File: src/rtl/hsvrgb_pkg.sv
// Package for the HSV to RGB level scaler: word types, constants and the hue table.
package hsvrgb_pkg;

   localparam int ScaleMax   = 254;
   localparam int FullCircle = 360;
   localparam int SectorDeg  = 60;
   localparam int ValueMax   = 255;

   // x/254 and x/60 by reciprocal, both slightly low; one correction step fixes them
   localparam int Recip254   = 258;
   localparam int Recip60    = 1092;
   localparam int RecipShift = 16;

   typedef struct packed {
      logic       lamp_on;
      logic [7:0] level;
      logic [7:0] hue;
      logic [7:0] saturation;
   } req_word_type;

   typedef struct packed {
      logic [7:0] red;
      logic [7:0] green;
      logic [7:0] blue;
   } rsp_word_type;

   typedef enum logic [2:0] {
      SEC_RED_YEL = 3'd0,
      SEC_YEL_GRN = 3'd1,
      SEC_GRN_CYN = 3'd2,
      SEC_CYN_BLU = 3'd3,
      SEC_BLU_MAG = 3'd4,
      SEC_MAG_RED = 3'd5
   } sector_type;

   typedef struct packed {
      sector_type sector;
      logic [5:0] rem;
   } hue_entry_type;

   typedef hue_entry_type [255:0] hue_tab_type;

   // control and shared fields carried down the pipe with each word
   typedef struct packed {
      logic       valid;
      logic       lamp_on;
      logic [7:0] value;
      logic [7:0] sat;
      sector_type sector;
   } ctl_type;

   // raw hue code -> sector and remainder; codes above full scale clamp, 360 deg wraps to 0
   function automatic hue_tab_type build_hue_tab();
      hue_tab_type tab;
      int          hh;
      int          deg;
      for (int i = 0; i < 256; i++) begin
         hh  = (i > ScaleMax) ? ScaleMax : i;
         deg = hh * FullCircle / ScaleMax;
         if (deg >= FullCircle) begin
            deg = 0;
         end
         tab[i].sector = sector_type'(deg / SectorDeg);
         tab[i].rem    = 6'(deg % SectorDeg);
      end
      return tab;
   endfunction

   localparam hue_tab_type HueTab = build_hue_tab();

endpackage

File: src/rtl/hsvrgb_div254.sv
// Two-stage divide by 254 of a 16-bit product: reciprocal estimate, then one correction.
module hsvrgb_div254
   import hsvrgb_pkg::*;
(
   input  logic        clock,
   input  logic [15:0] dividend,
   output logic [7:0]  quotient
);

   logic [24:0] est_prod;
   logic [8:0]  est_in;
   logic [8:0]  est_ff;
   logic [15:0] x_ff;
   logic [16:0] back;
   logic [16:0] rest;
   logic [8:0]  quo_in;
   logic [7:0]  quo_ff;

   always_comb begin
      est_prod = 25'(dividend) * 25'(Recip254);
      est_in   = est_prod[RecipShift +: 9];
   end

   always_ff @(posedge clock) begin
      est_ff <= est_in;
      x_ff   <= dividend;
   end

   // estimate is exact or one low
   always_comb begin
      back = 17'(est_ff) * 17'(ScaleMax);
      rest = 17'(x_ff) - back;
      if (rest >= 17'(ScaleMax)) begin
         quo_in = est_ff + 9'd1;
      end else begin
         quo_in = est_ff;
      end
   end

   always_ff @(posedge clock) begin
      quo_ff <= quo_in[7:0];
   end

   assign quotient = quo_ff;

endmodule

File: src/rtl/hsv_to_rgb_level_scaler.sv
// Top level: pipelined HSV lamp setting to RGB color converter.
//
//  channel | ports                       | handshake
//  --------+-----------------------------+-------------------------------------------
//  request | start, busy, req_word       | word taken at an edge with start & !busy
//  result  | rsp_valid, rsp_word         | one-cycle strobe, no back-pressure
//
// One word in per cycle; busy never rises. Each result passes the input reg, 7 work
// stages and the output reg on its way to the ports.
// Cycle budget is set by the chain of constant divides: /60 of sat*rem and /254
// of value products each take a reciprocal stage plus a correction stage.
// Reset (synchronous) clears the valid flags and the ctl words; other data regs run free.
// With no stall on either side the pipe simply advances every clock.
module hsv_to_rgb_level_scaler
   import hsvrgb_pkg::*;
(
   input  logic         clock,
   input  logic         reset,
   input  logic         start,
   output logic         busy,
   input  req_word_type req_word,
   output logic         rsp_valid,
   output rsp_word_type rsp_word
);

   // ---------------- stage 0: capture request word
   req_word_type in_ff;
   logic         in_vld_ff;
   logic         in_vld_in;

   assign busy      = 1'b0;
   assign in_vld_in = start & ~busy;

   always_ff @(posedge clock) begin
      if (reset) begin
         in_vld_ff <= 1'b0;
      end else begin
         in_vld_ff <= in_vld_in;
      end
   end

   always_ff @(posedge clock) begin
      in_ff <= req_word;
   end

   // ---------------- stage 1: clamp inputs, value scale, hue table lookup
   ctl_type       ctl1_in, ctl1_ff;
   logic [5:0]    rem1_in, rem1_ff;
   logic [7:0]    lvl1;
   hue_entry_type hent1;

   always_comb begin
      lvl1  = (in_ff.level > 8'(ScaleMax)) ? 8'(ScaleMax) : in_ff.level;
      hent1 = HueTab[in_ff.hue];
      ctl1_in.valid   = in_vld_ff;
      ctl1_in.lamp_on = in_ff.lamp_on;
      // level*255/254 is level, except full scale which lands on 255
      ctl1_in.value   = (lvl1 == 8'(ScaleMax)) ? 8'(ValueMax) : lvl1;
      ctl1_in.sat     = (in_ff.saturation > 8'(ScaleMax)) ? 8'(ScaleMax) : in_ff.saturation;
      ctl1_in.sector  = hent1.sector;
      rem1_in         = hent1.rem;
   end

   // ---------------- stage 2: sat*rem and sat*(60-rem)
   ctl_type     ctl2_in, ctl2_ff;
   logic [13:0] mq2_in, mq2_ff;
   logic [13:0] mt2_in, mt2_ff;

   always_comb begin
      ctl2_in = ctl1_ff;
      mq2_in  = 14'(ctl1_ff.sat) * 14'(rem1_ff);
      mt2_in  = 14'(ctl1_ff.sat) * 14'(6'(SectorDeg) - rem1_ff);
   end

   // ---------------- stage 3: /60 reciprocal estimates
   ctl_type     ctl3_in, ctl3_ff;
   logic [7:0]  eq3_in, eq3_ff;
   logic [7:0]  et3_in, et3_ff;
   logic [13:0] xq3_ff, xt3_ff;
   logic [23:0] pq3, pt3;

   always_comb begin
      ctl3_in = ctl2_ff;
      pq3     = 24'(mq2_ff) * 24'(Recip60);
      pt3     = 24'(mt2_ff) * 24'(Recip60);
      eq3_in  = pq3[RecipShift +: 8];
      et3_in  = pt3[RecipShift +: 8];
   end

   // ---------------- stage 4: /60 correction, estimate exact or one low
   ctl_type     ctl4_in, ctl4_ff;
   logic [7:0]  kq4_in, kq4_ff;
   logic [7:0]  kt4_in, kt4_ff;
   logic [13:0] rq4, rt4;

   always_comb begin
      ctl4_in = ctl3_ff;
      rq4     = xq3_ff - 14'(eq3_ff) * 14'(SectorDeg);
      rt4     = xt3_ff - 14'(et3_ff) * 14'(SectorDeg);
      kq4_in  = (rq4 >= 14'(SectorDeg)) ? eq3_ff + 8'd1 : eq3_ff;
      kt4_in  = (rt4 >= 14'(SectorDeg)) ? et3_ff + 8'd1 : et3_ff;
   end

   // ---------------- stage 5: value * (254 - sat) for p, value * (254 - k) for q, t
   ctl_type     ctl5_in, ctl5_ff;
   logic [15:0] pp5_in, pp5_ff;
   logic [15:0] pq5_in, pq5_ff;
   logic [15:0] pt5_in, pt5_ff;

   always_comb begin
      ctl5_in = ctl4_ff;
      pp5_in  = 16'(ctl4_ff.value) * 16'(8'(ScaleMax) - ctl4_ff.sat);
      pq5_in  = 16'(ctl4_ff.value) * 16'(8'(ScaleMax) - kq4_ff);
      pt5_in  = 16'(ctl4_ff.value) * 16'(8'(ScaleMax) - kt4_ff);
   end

   // ---------------- stages 6-7: /254 in the divider units
   ctl_type    ctl6_in, ctl6_ff;
   ctl_type    ctl7_in, ctl7_ff;
   logic [7:0] p7, q7, t7;

   assign ctl6_in = ctl5_ff;
   assign ctl7_in = ctl6_ff;

   hsvrgb_div254 u_div_p (.clock(clock), .dividend(pp5_ff), .quotient(p7));
   hsvrgb_div254 u_div_q (.clock(clock), .dividend(pq5_ff), .quotient(q7));
   hsvrgb_div254 u_div_t (.clock(clock), .dividend(pt5_ff), .quotient(t7));

   // ---------------- stage 8: sector mapping into the result register
   logic         rsp_valid_in, rsp_valid_ff;
   rsp_word_type rsp_word_in, rsp_word_ff;
   rsp_word_type hue_rgb;
   logic [7:0]   v7;

   always_comb begin
      v7 = ctl7_ff.value;
      unique case (ctl7_ff.sector)
         SEC_RED_YEL: hue_rgb = '{red: v7, green: t7, blue: p7};
         SEC_YEL_GRN: hue_rgb = '{red: q7, green: v7, blue: p7};
         SEC_GRN_CYN: hue_rgb = '{red: p7, green: v7, blue: t7};
         SEC_CYN_BLU: hue_rgb = '{red: p7, green: q7, blue: v7};
         SEC_BLU_MAG: hue_rgb = '{red: t7, green: p7, blue: v7};
         default:     hue_rgb = '{red: v7, green: p7, blue: q7};
      endcase
   end

   always_comb begin
      rsp_valid_in = ctl7_ff.valid;
      priority if (!ctl7_ff.lamp_on) begin
         rsp_word_in = '0;                         // lamp off: black
      end else if (ctl7_ff.sat == 8'd0) begin
         rsp_word_in = '{red: v7, green: v7, blue: v7}; // grey
      end else begin
         rsp_word_in = hue_rgb;
      end
   end

   // ---------------- pipeline registers
   always_ff @(posedge clock) begin
      if (reset) begin
         ctl1_ff      <= '0;
         ctl2_ff      <= '0;
         ctl3_ff      <= '0;
         ctl4_ff      <= '0;
         ctl5_ff      <= '0;
         ctl6_ff      <= '0;
         ctl7_ff      <= '0;
         rsp_valid_ff <= 1'b0;
      end else begin
         ctl1_ff      <= ctl1_in;
         ctl2_ff      <= ctl2_in;
         ctl3_ff      <= ctl3_in;
         ctl4_ff      <= ctl4_in;
         ctl5_ff      <= ctl5_in;
         ctl6_ff      <= ctl6_in;
         ctl7_ff      <= ctl7_in;
         rsp_valid_ff <= rsp_valid_in;
      end
   end

   always_ff @(posedge clock) begin
      rem1_ff     <= rem1_in;
      mq2_ff      <= mq2_in;
      mt2_ff      <= mt2_in;
      eq3_ff      <= eq3_in;
      et3_ff      <= et3_in;
      xq3_ff      <= mq2_ff;
      xt3_ff      <= mt2_ff;
      kq4_ff      <= kq4_in;
      kt4_ff      <= kt4_in;
      pp5_ff      <= pp5_in;
      pq5_ff      <= pq5_in;
      pt5_ff      <= pt5_in;
      rsp_word_ff <= rsp_word_in;
   end

   assign rsp_valid = rsp_valid_ff;
   assign rsp_word  = rsp_word_ff;

endmodule
File: config.mk
export PLATFORM = sky130hd
export DESIGN_NAME = hsv_to_rgb_level_scaler
export DESIGN_NICKNAME = d
export VERILOG_FILES = /design/src/rtl/hsvrgb_pkg.sv /design/src/rtl/hsvrgb_div254.sv /design/src/rtl/hsv_to_rgb_level_scaler.sv
export SDC_FILE = /design/constraint.sdc
export NUM_CORES = 2
export LEC_CHECK = 0
export BUFFER_PORTS_ARGS = -buffer_cell sky130_fd_sc_hd__clkbuf_2
export CORE_ASPECT_RATIO = 0.75
export CORE_UTILIZATION = 49
export CTS_CLUSTER_DIAMETER = 200
export CTS_CLUSTER_SIZE = 25
export DETAILED_ROUTE_END_ITERATION = 10
export GPL_TIMING_DRIVEN = 0
export PLACE_DENSITY = 0.69
export SKIP_CTS_REPAIR_TIMING = 1
export SLEW_MARGIN = 20
export SYNTH_ARGS = -nofsm -noshare
export SYNTH_HDL_FRONTEND = slang
export SYNTH_SLANG_ARGS = --single-unit
File: constraint.sdc
create_clock -name clock -period 6.2 [get_ports clock]
set_input_delay 1.24 -clock clock [delete_from_list [all_inputs] [get_ports clock]]
set_output_delay 1.24 -clock clock [all_outputs]
set_load 0.01 [all_outputs]
Word-level counts from Yosys, hierarchy flattened. Memories as Yosys holds them, arrays and structs flattened. A register that Yosys moved wholly into a read port is not among the register bits. Cells that the tools add are included.

Bits in registers: 439. ROM bits: 2304. Output and inout bits: 26. Word-level logic and storage cells: 123. Memories: 1.

Memory list: (no name shown) (depth 256, width 9, read ports 1, clocked after memory_dff 1, wr ports 0, RTL line hsv_to_rgb_level_scaler.sv:54) `hent1 = HueTab[in_ff.hue];`.

$add $sub $neg: 14. Multipliers: 15. Magnitude comparators: 8. Equality and inequality tests: 5. Muxes and demuxes: 11. Reductions and logical operators: 3.

Operators with widths (count): case mux 24 bit (5 select lines) (1); multiplier 16 x 8 -> 24 bit (second input constant) (3); 2-to-1 mux 8 bit (8); >= comparator 17 x 8 -> 1 bit (second input constant) (3); subtractor 16 x 17 -> 17 bit (3); multiplier 9 x 7 -> 16 bit (second input constant) (3); multiplier 9 x 9 -> 16 bit (3); multiplier 14 x 9 -> 22 bit (second input constant) (2); adder 8 x 1 -> 8 bit (second input constant) (5); >= comparator 14 x 6 -> 1 bit (second input constant) (2); subtractor 14 bit (2); subtractor 8 x 8 -> 9 bit (first input constant) (3); multiplier 8 x 4 -> 12 bit (second input constant) (2); 2-to-1 mux 24 bit (1); greater-than comparator 8 bit (second input constant) (2); multiplier 8 x 6 -> 14 bit (1); multiplier 9 x 7 -> 14 bit (1); less-than comparator 8 x 9 -> 1 bit (second input constant) (1); 2-to-1 mux 9 bit (1); equality test 8 bit (second input constant) (1); logical NOT 8 bit (1); subtractor 6 x 6 -> 7 bit (first input constant) (1); equality test 3 x 2 -> 1 bit (second input constant) (2); equality test 3 x 1 -> 1 bit (second input constant) (1); 3 further kinds (3).

Logic depth before layout (Yosys ltp).
Depth after elaboration: 4. Depth in mapped cells: 28. Mapped depth without buffers: 27.

Hierarchy. A second synthesis with hierarchy kept.

Cells, all modules: 4022. Area, all modules: 37333.3 sq um.

Modules (own cells, without submodules): hsv_to_rgb_level_scaler (instances 1, cells an instance 2843, area each 26213.9 sq um); hsvrgb_div254 (u_div_p ...) (instances 2, cells an instance 375, area each 3619.7 sq um); hsvrgb_div254 (u_div_t) (instances 1, cells an instance 429, area each 3880.0 sq um).

Worst setup path before layout. Ideal clock, no wire load.

Path kind: register to register. From: register u_div_q.est_ff[4]. To: register u_div_q.quo_ff[1], in the netlist u_div_q.quotient[1]. Setup time: 0.072 ns. Arrival: 6.173 ns. Data required time: 6.128 ns. Slack: -0.044 ns. Stages on the path, launching flop included: 25. Clock period less this slack: 6.244 ns. Cells stage by stage: dfxtp_1 inv_1 fa_1 fa_1 fa_1 fa_1 inv_1 ha_1 a21o_1 a21o_1 a21o_1 a41o_1 nor2_1 xor2_1 ha_1 clkbuf_1 a21oi_1 nor2b_1 inv_1 o311ai_0 and4_1 nor3_1 nand4b_1 nor2_1 mux2i_1.

Word-level cells in the longest chain between the ends: 4.

Ends and longest elaborated chain: start: declaration (RTL line hsvrgb_div254.sv:12) `logic [8:0] est_ff;`; start signal: assignment (RTL line hsvrgb_div254.sv:25) `est_ff <= est_in;`; multiplier 9 x 7 -> 16 bit (RTL line hsvrgb_div254.sv:31) `back = 17'(est_ff) * 17'(ScaleMax);`; subtractor 16 x 17 -> 17 bit (RTL line hsvrgb_div254.sv:32) `rest = 17'(x_ff) - back;`; >= comparator 17 x 8 -> 1 bit (RTL line hsvrgb_div254.sv:33) `if (rest >= 17'(ScaleMax)) begin`; 2-to-1 mux 8 bit (RTL line hsvrgb_div254.sv:33); via u_div_q.quo_in[1] (RTL line hsvrgb_div254.sv:16) `logic [8:0] quo_in;`; end signal: assignment (RTL line hsvrgb_div254.sv:41) `quo_ff <= quo_in[7:0];`; end: declaration (RTL line hsvrgb_div254.sv:17) `logic [7:0] quo_ff;`.

The timed path passes the listed nets, and every way through them passes these cells. A chain may end at the register's enable or synchronous reset.

Worst setup path in the final report.
From: register u_div_t.est_ff[2]. To: register u_div_t.quo_ff[2], in the netlist u_div_t.quotient[2].

Word-level cells in the longest chain between the ends: 4. Elaborated cells between the ends (all ways): 5.

Ends and longest elaborated chain (RTL line): start: declaration (hsvrgb_div254.sv:12); start signal: assignment (hsvrgb_div254.sv:25); multiplier 9 x 7 -> 16 bit (hsvrgb_div254.sv:31); subtractor 16 x 17 -> 17 bit (hsvrgb_div254.sv:32); >= comparator 17 x 8 -> 1 bit (hsvrgb_div254.sv:33); 2-to-1 mux 8 bit (*) (hsvrgb_div254.sv:33); via u_div_t.quo_in[2] (hsvrgb_div254.sv:16); end signal: assignment (hsvrgb_div254.sv:41); end: declaration (hsvrgb_div254.sv:17).

Mark *: on every way through the listed nets, which the timed path passes. The rest lies on a longest branch.

==> impl_metrics.csv <==
group,metric,value,unit
synth,avgSynthCellArea,9.233,um^2
synth,syn_inst,3959,
timing,worst_pin_slew,0.8028,ns
pwr,power.switching,8302,uW
synth,ys_seq_area_share,23.66,%
final_layout,final_cells,5031,
synth,synthSimpleGateAreaFrac,15.12,%
final_layout,seqCellArea,0.008726,mm^2
timing,maxSlewViolCount,0,
route,drc,0,
pwr,power.leakage,0.01931,uW
final_layout,nets,4978,
global_route,track_usage,20.89,%
timing,min_period_over_period,98.64,%
final_layout,area_delta_synth_final,8.273,%
worst_setup_path,path_class,"reg -> reg",
synth,netlist_area,0.03656,mm^2
floorplan,fp.dieArea,0.07571,mm^2
floorplan,core_area,0.07360,mm^2
global_route,busiest_layer,"met1",
final_layout,multi_input_area,0.02598,mm^2
global_route,grt_use_met1,31.85,%
global_route,grt_max_degree,26,
pwr,ir_drop,0.0006600,V
route,drtIter0Drc,1863,
timing,finalHoldViolCount,0,
worst_setup_path,required,6.71,ns
synth,synth_xor_area_share,5.079,%
clocking,clk_pin_slew_worst_paths,0.11,ns
synth,synth_edf_count,0,
clocking,cts-root-buf,"clkbuf_16",
route,drt-vias-per-instance,5.314,
pwr,power_density,444.6,mW/mm^2
global_route,grt_pass1_wl,129200,um
worst_hold_path,holdCritPathClass,"reg -> reg",
synth,ys.flop_type,"dfxtp_1",
worst_setup_path,end_kind,"register",
route,wl_per_cell,15.80,um
synth,synth.distinct_cells,75,
timing,tns,0,ns
route,dr.pass1.iters,6,
clocking,cts_made_buffers,21,
place,port_buffers,50,
outcome,status,"complete, no violations",
clocking,clk_latency,0.57,ns
synth,synthesis.nets,4873,
final_layout,layout_commonest_cell,"ha_1",
clocking,cts_tree,"done",
global_route,grt_pass1_vias,25240,
place,dp_hpwl,63040,um
timing,fmax,163.5,MHz
synth,yosysWarnings,0,
pwr,p_seq_share,20.6,%
worst_setup_path,cp-start-kind,"register",
global_route,met2_usage,31.73,%
place,gp_congestion,0.9314,
clocking,h-tree-depth,1,
timing,fin_crit,6.116,ns
route,ant_nets,0,
synth,synth_fa_ha_area_share,36.61,%
worst_setup_path,worstPathMaxFanout,7,
timing,relSlewSlack,44.95,%
timing,skew,0.04192,ns
route,drt-total-wl,79490,um
final_layout,num-fill-cells,6736,
timing,setup_viol,0,
floorplan,die_h,238.5,um
flow_run,drv_cap,0,
global_route,antenna_found_initial,3,
floorplan,die_w,317.4,um
synth,synthArstFlopShare,0,%
pwr,p_int,9295,uW
final_layout,diodes,0,
place,placed_cells,4977,
synth,synth_compound_area_share,11.63,%
route,vias,26730,
floorplan,io_pins,54,
final_layout,drive_gt1_share,6.498,%
pwr,comb_power_share,70.9,%
global_route,use_met3,2.472,%
worst_setup_path,crit_arrival,6.62,ns
clocking,clockBufferDepth,3,
floorplan,initial_core_util,49.67,%
synth,synthMuxAreaShare,0.8865,%
synth,synth_top_family_by_area,"adder cells",
global_route,grt_overflow,0,
floorplan,placementRows,86,
clocking,cts_sinks,432,
pwr,sw_frac_of_total,47.18,%
synth,synth_seq_cells,432,
pwr,p_clk_share,8.5,%
final_layout,final_cell_mix,"ha_1 (562), inv_1 (549), dfxtp_1 (410)",
## power by group through the flow
stage               sequential (uW)  clock [uW]  combinational (uW)
global placement               3690           0               11600
global route                   3680        1640               14200
floorplan                      3510           0                9460
detailed placement             3700           0               11800
CTS                            3640        1540               12000
finish                         3630        1490               12500
## final timing paths
kind	to	slack (ns)	depth (start not counted)	start
max	u_div_t.quotient[2]	0.08	23	u_div_t.est_ff[2]
min	u_div_t.x_ff[1]	0.33	0	pt5_ff[1]
max reg2reg	u_div_t.quotient[2]	0.08	23	u_div_t.est_ff[2]
min reg2reg	u_div_t.x_ff[1]	0.33	0	pt5_ff[1]
## cells in the mapped netlist, drive strengths merged, types with 20 or more instances
cell type | number | area (um^2)
and3 | 22 | 137.6
and2 | 141 | 882.1
nor2 | 154 | 578.1
dfxtp | 432 | 8648
o21a | 37 | 277.8
inv | 557 | 2091
fa | 306 | 6126
a211oi | 31 | 237.7
nand2 | 283 | 1062
o21bai | 33 | 247.7
xnor2 | 142 | 1244
o211ai | 23 | 172.7
a21oi | 173 | 865.8
o21ai | 163 | 815.8
nand2b | 66 | 412.9
mux2i | 20 | 200.2
a22oi | 27 | 202.7
xor2 | 70 | 613.1
nor3 | 43 | 215.2
nor2b | 201 | 1257
nand3 | 46 | 230.2
a21o | 49 | 367.9
ha | 580 | 7257
clkbuf | 114 | 429.2
## layout make-up
class | instances | share of cell area, %
Timing Repair Buffer | 89 | 1.432
Buffer | 116 | 1.135
Inverter | 558 | 5.317
Sequential cell | 432 | 22.05
Multi-Input combinational cell | 2846 | 65.63
Clock buffer | 21 | 1.328
Tap cell | 968 | 3.060
Clock inverter | 1 | 0.05058
## logic make-up after synthesis
group,after synthesis
AND/OR/NAND/NOR,1061
adder cells (fa/ha/maj),886
buffers and inverters,681
AO/OA/AOI/OAI,658
flip-flops,432
XOR/XNOR,212
multiplexers,28
other,1
## worst max-delay path, cell delays in order (launching register included)
cell and delay [ns]:
dfxtp_4 0.42, inv_2 0.05, fa_1 0.59, fa_1 0.44, fa_1 0.47, fa_1 0.52
inv_1 0.07, ha_4 0.23, a21o_1 0.16, a21o_1 0.16, a21o_1 0.16, a41o_1 0.25
nor2_1 0.13, xor2_1 0.25, ha_2 0.33, a21o_1 0.21, or3_4 0.34, o21ai_4 0.23
xnor2_2 0.10, nor4_4 0.34, nand4_4 0.23, buf_6 0.20, nand2_1 0.07, xnor2_1 0.10
## through the flow
stage	area [um^2]	total power, uW	utilization (%)	setup WS (ns)	hold slack, ns
2_1_floorplan	36560	12970	-	0.03884	0.3096
3_3_place_gp	38030	15340	51.66	-0.7411	0.3122
3_5_place_dp	38030	15520	51.66	-0.7694	0.3143
4_1_cts	38570	17140	52.41	-0.8481	0.3359
5_1_grt	39580	19490	53.78	-0.06704	0.3392
6_report	39580	17600	53.78	0.08404	0.3327
## routing by layer
| metal | up-vias | share of wire (%) |
|---|---|---|
| li1 | 13270 | - |
| met1 | 12680 | 50 |
| met2 | 683 | 43 |
| met3 | 99 | 5.4 |
| met4 | 0 | 2.0 |
| met5 | - | 0 |
## state kept, by name (all words and copies together), names as in the netlist, 13 cells and up
register and count:
ctl4_ff 21, u_div_t.x_ff 15, pp5_ff 16, ctl6_ff 21
mt2_ff 14, ctl1_ff 21, in_ff 16, u_div_q.x_ff 15
mq2_ff 13, ctl3_ff 21, ctl5_ff 21, pq5_ff 16
ctl2_ff 21, u_div_p.x_ff 15, rsp_word 24, pt5_ff 16
Power figures use the tool's default switching activity.
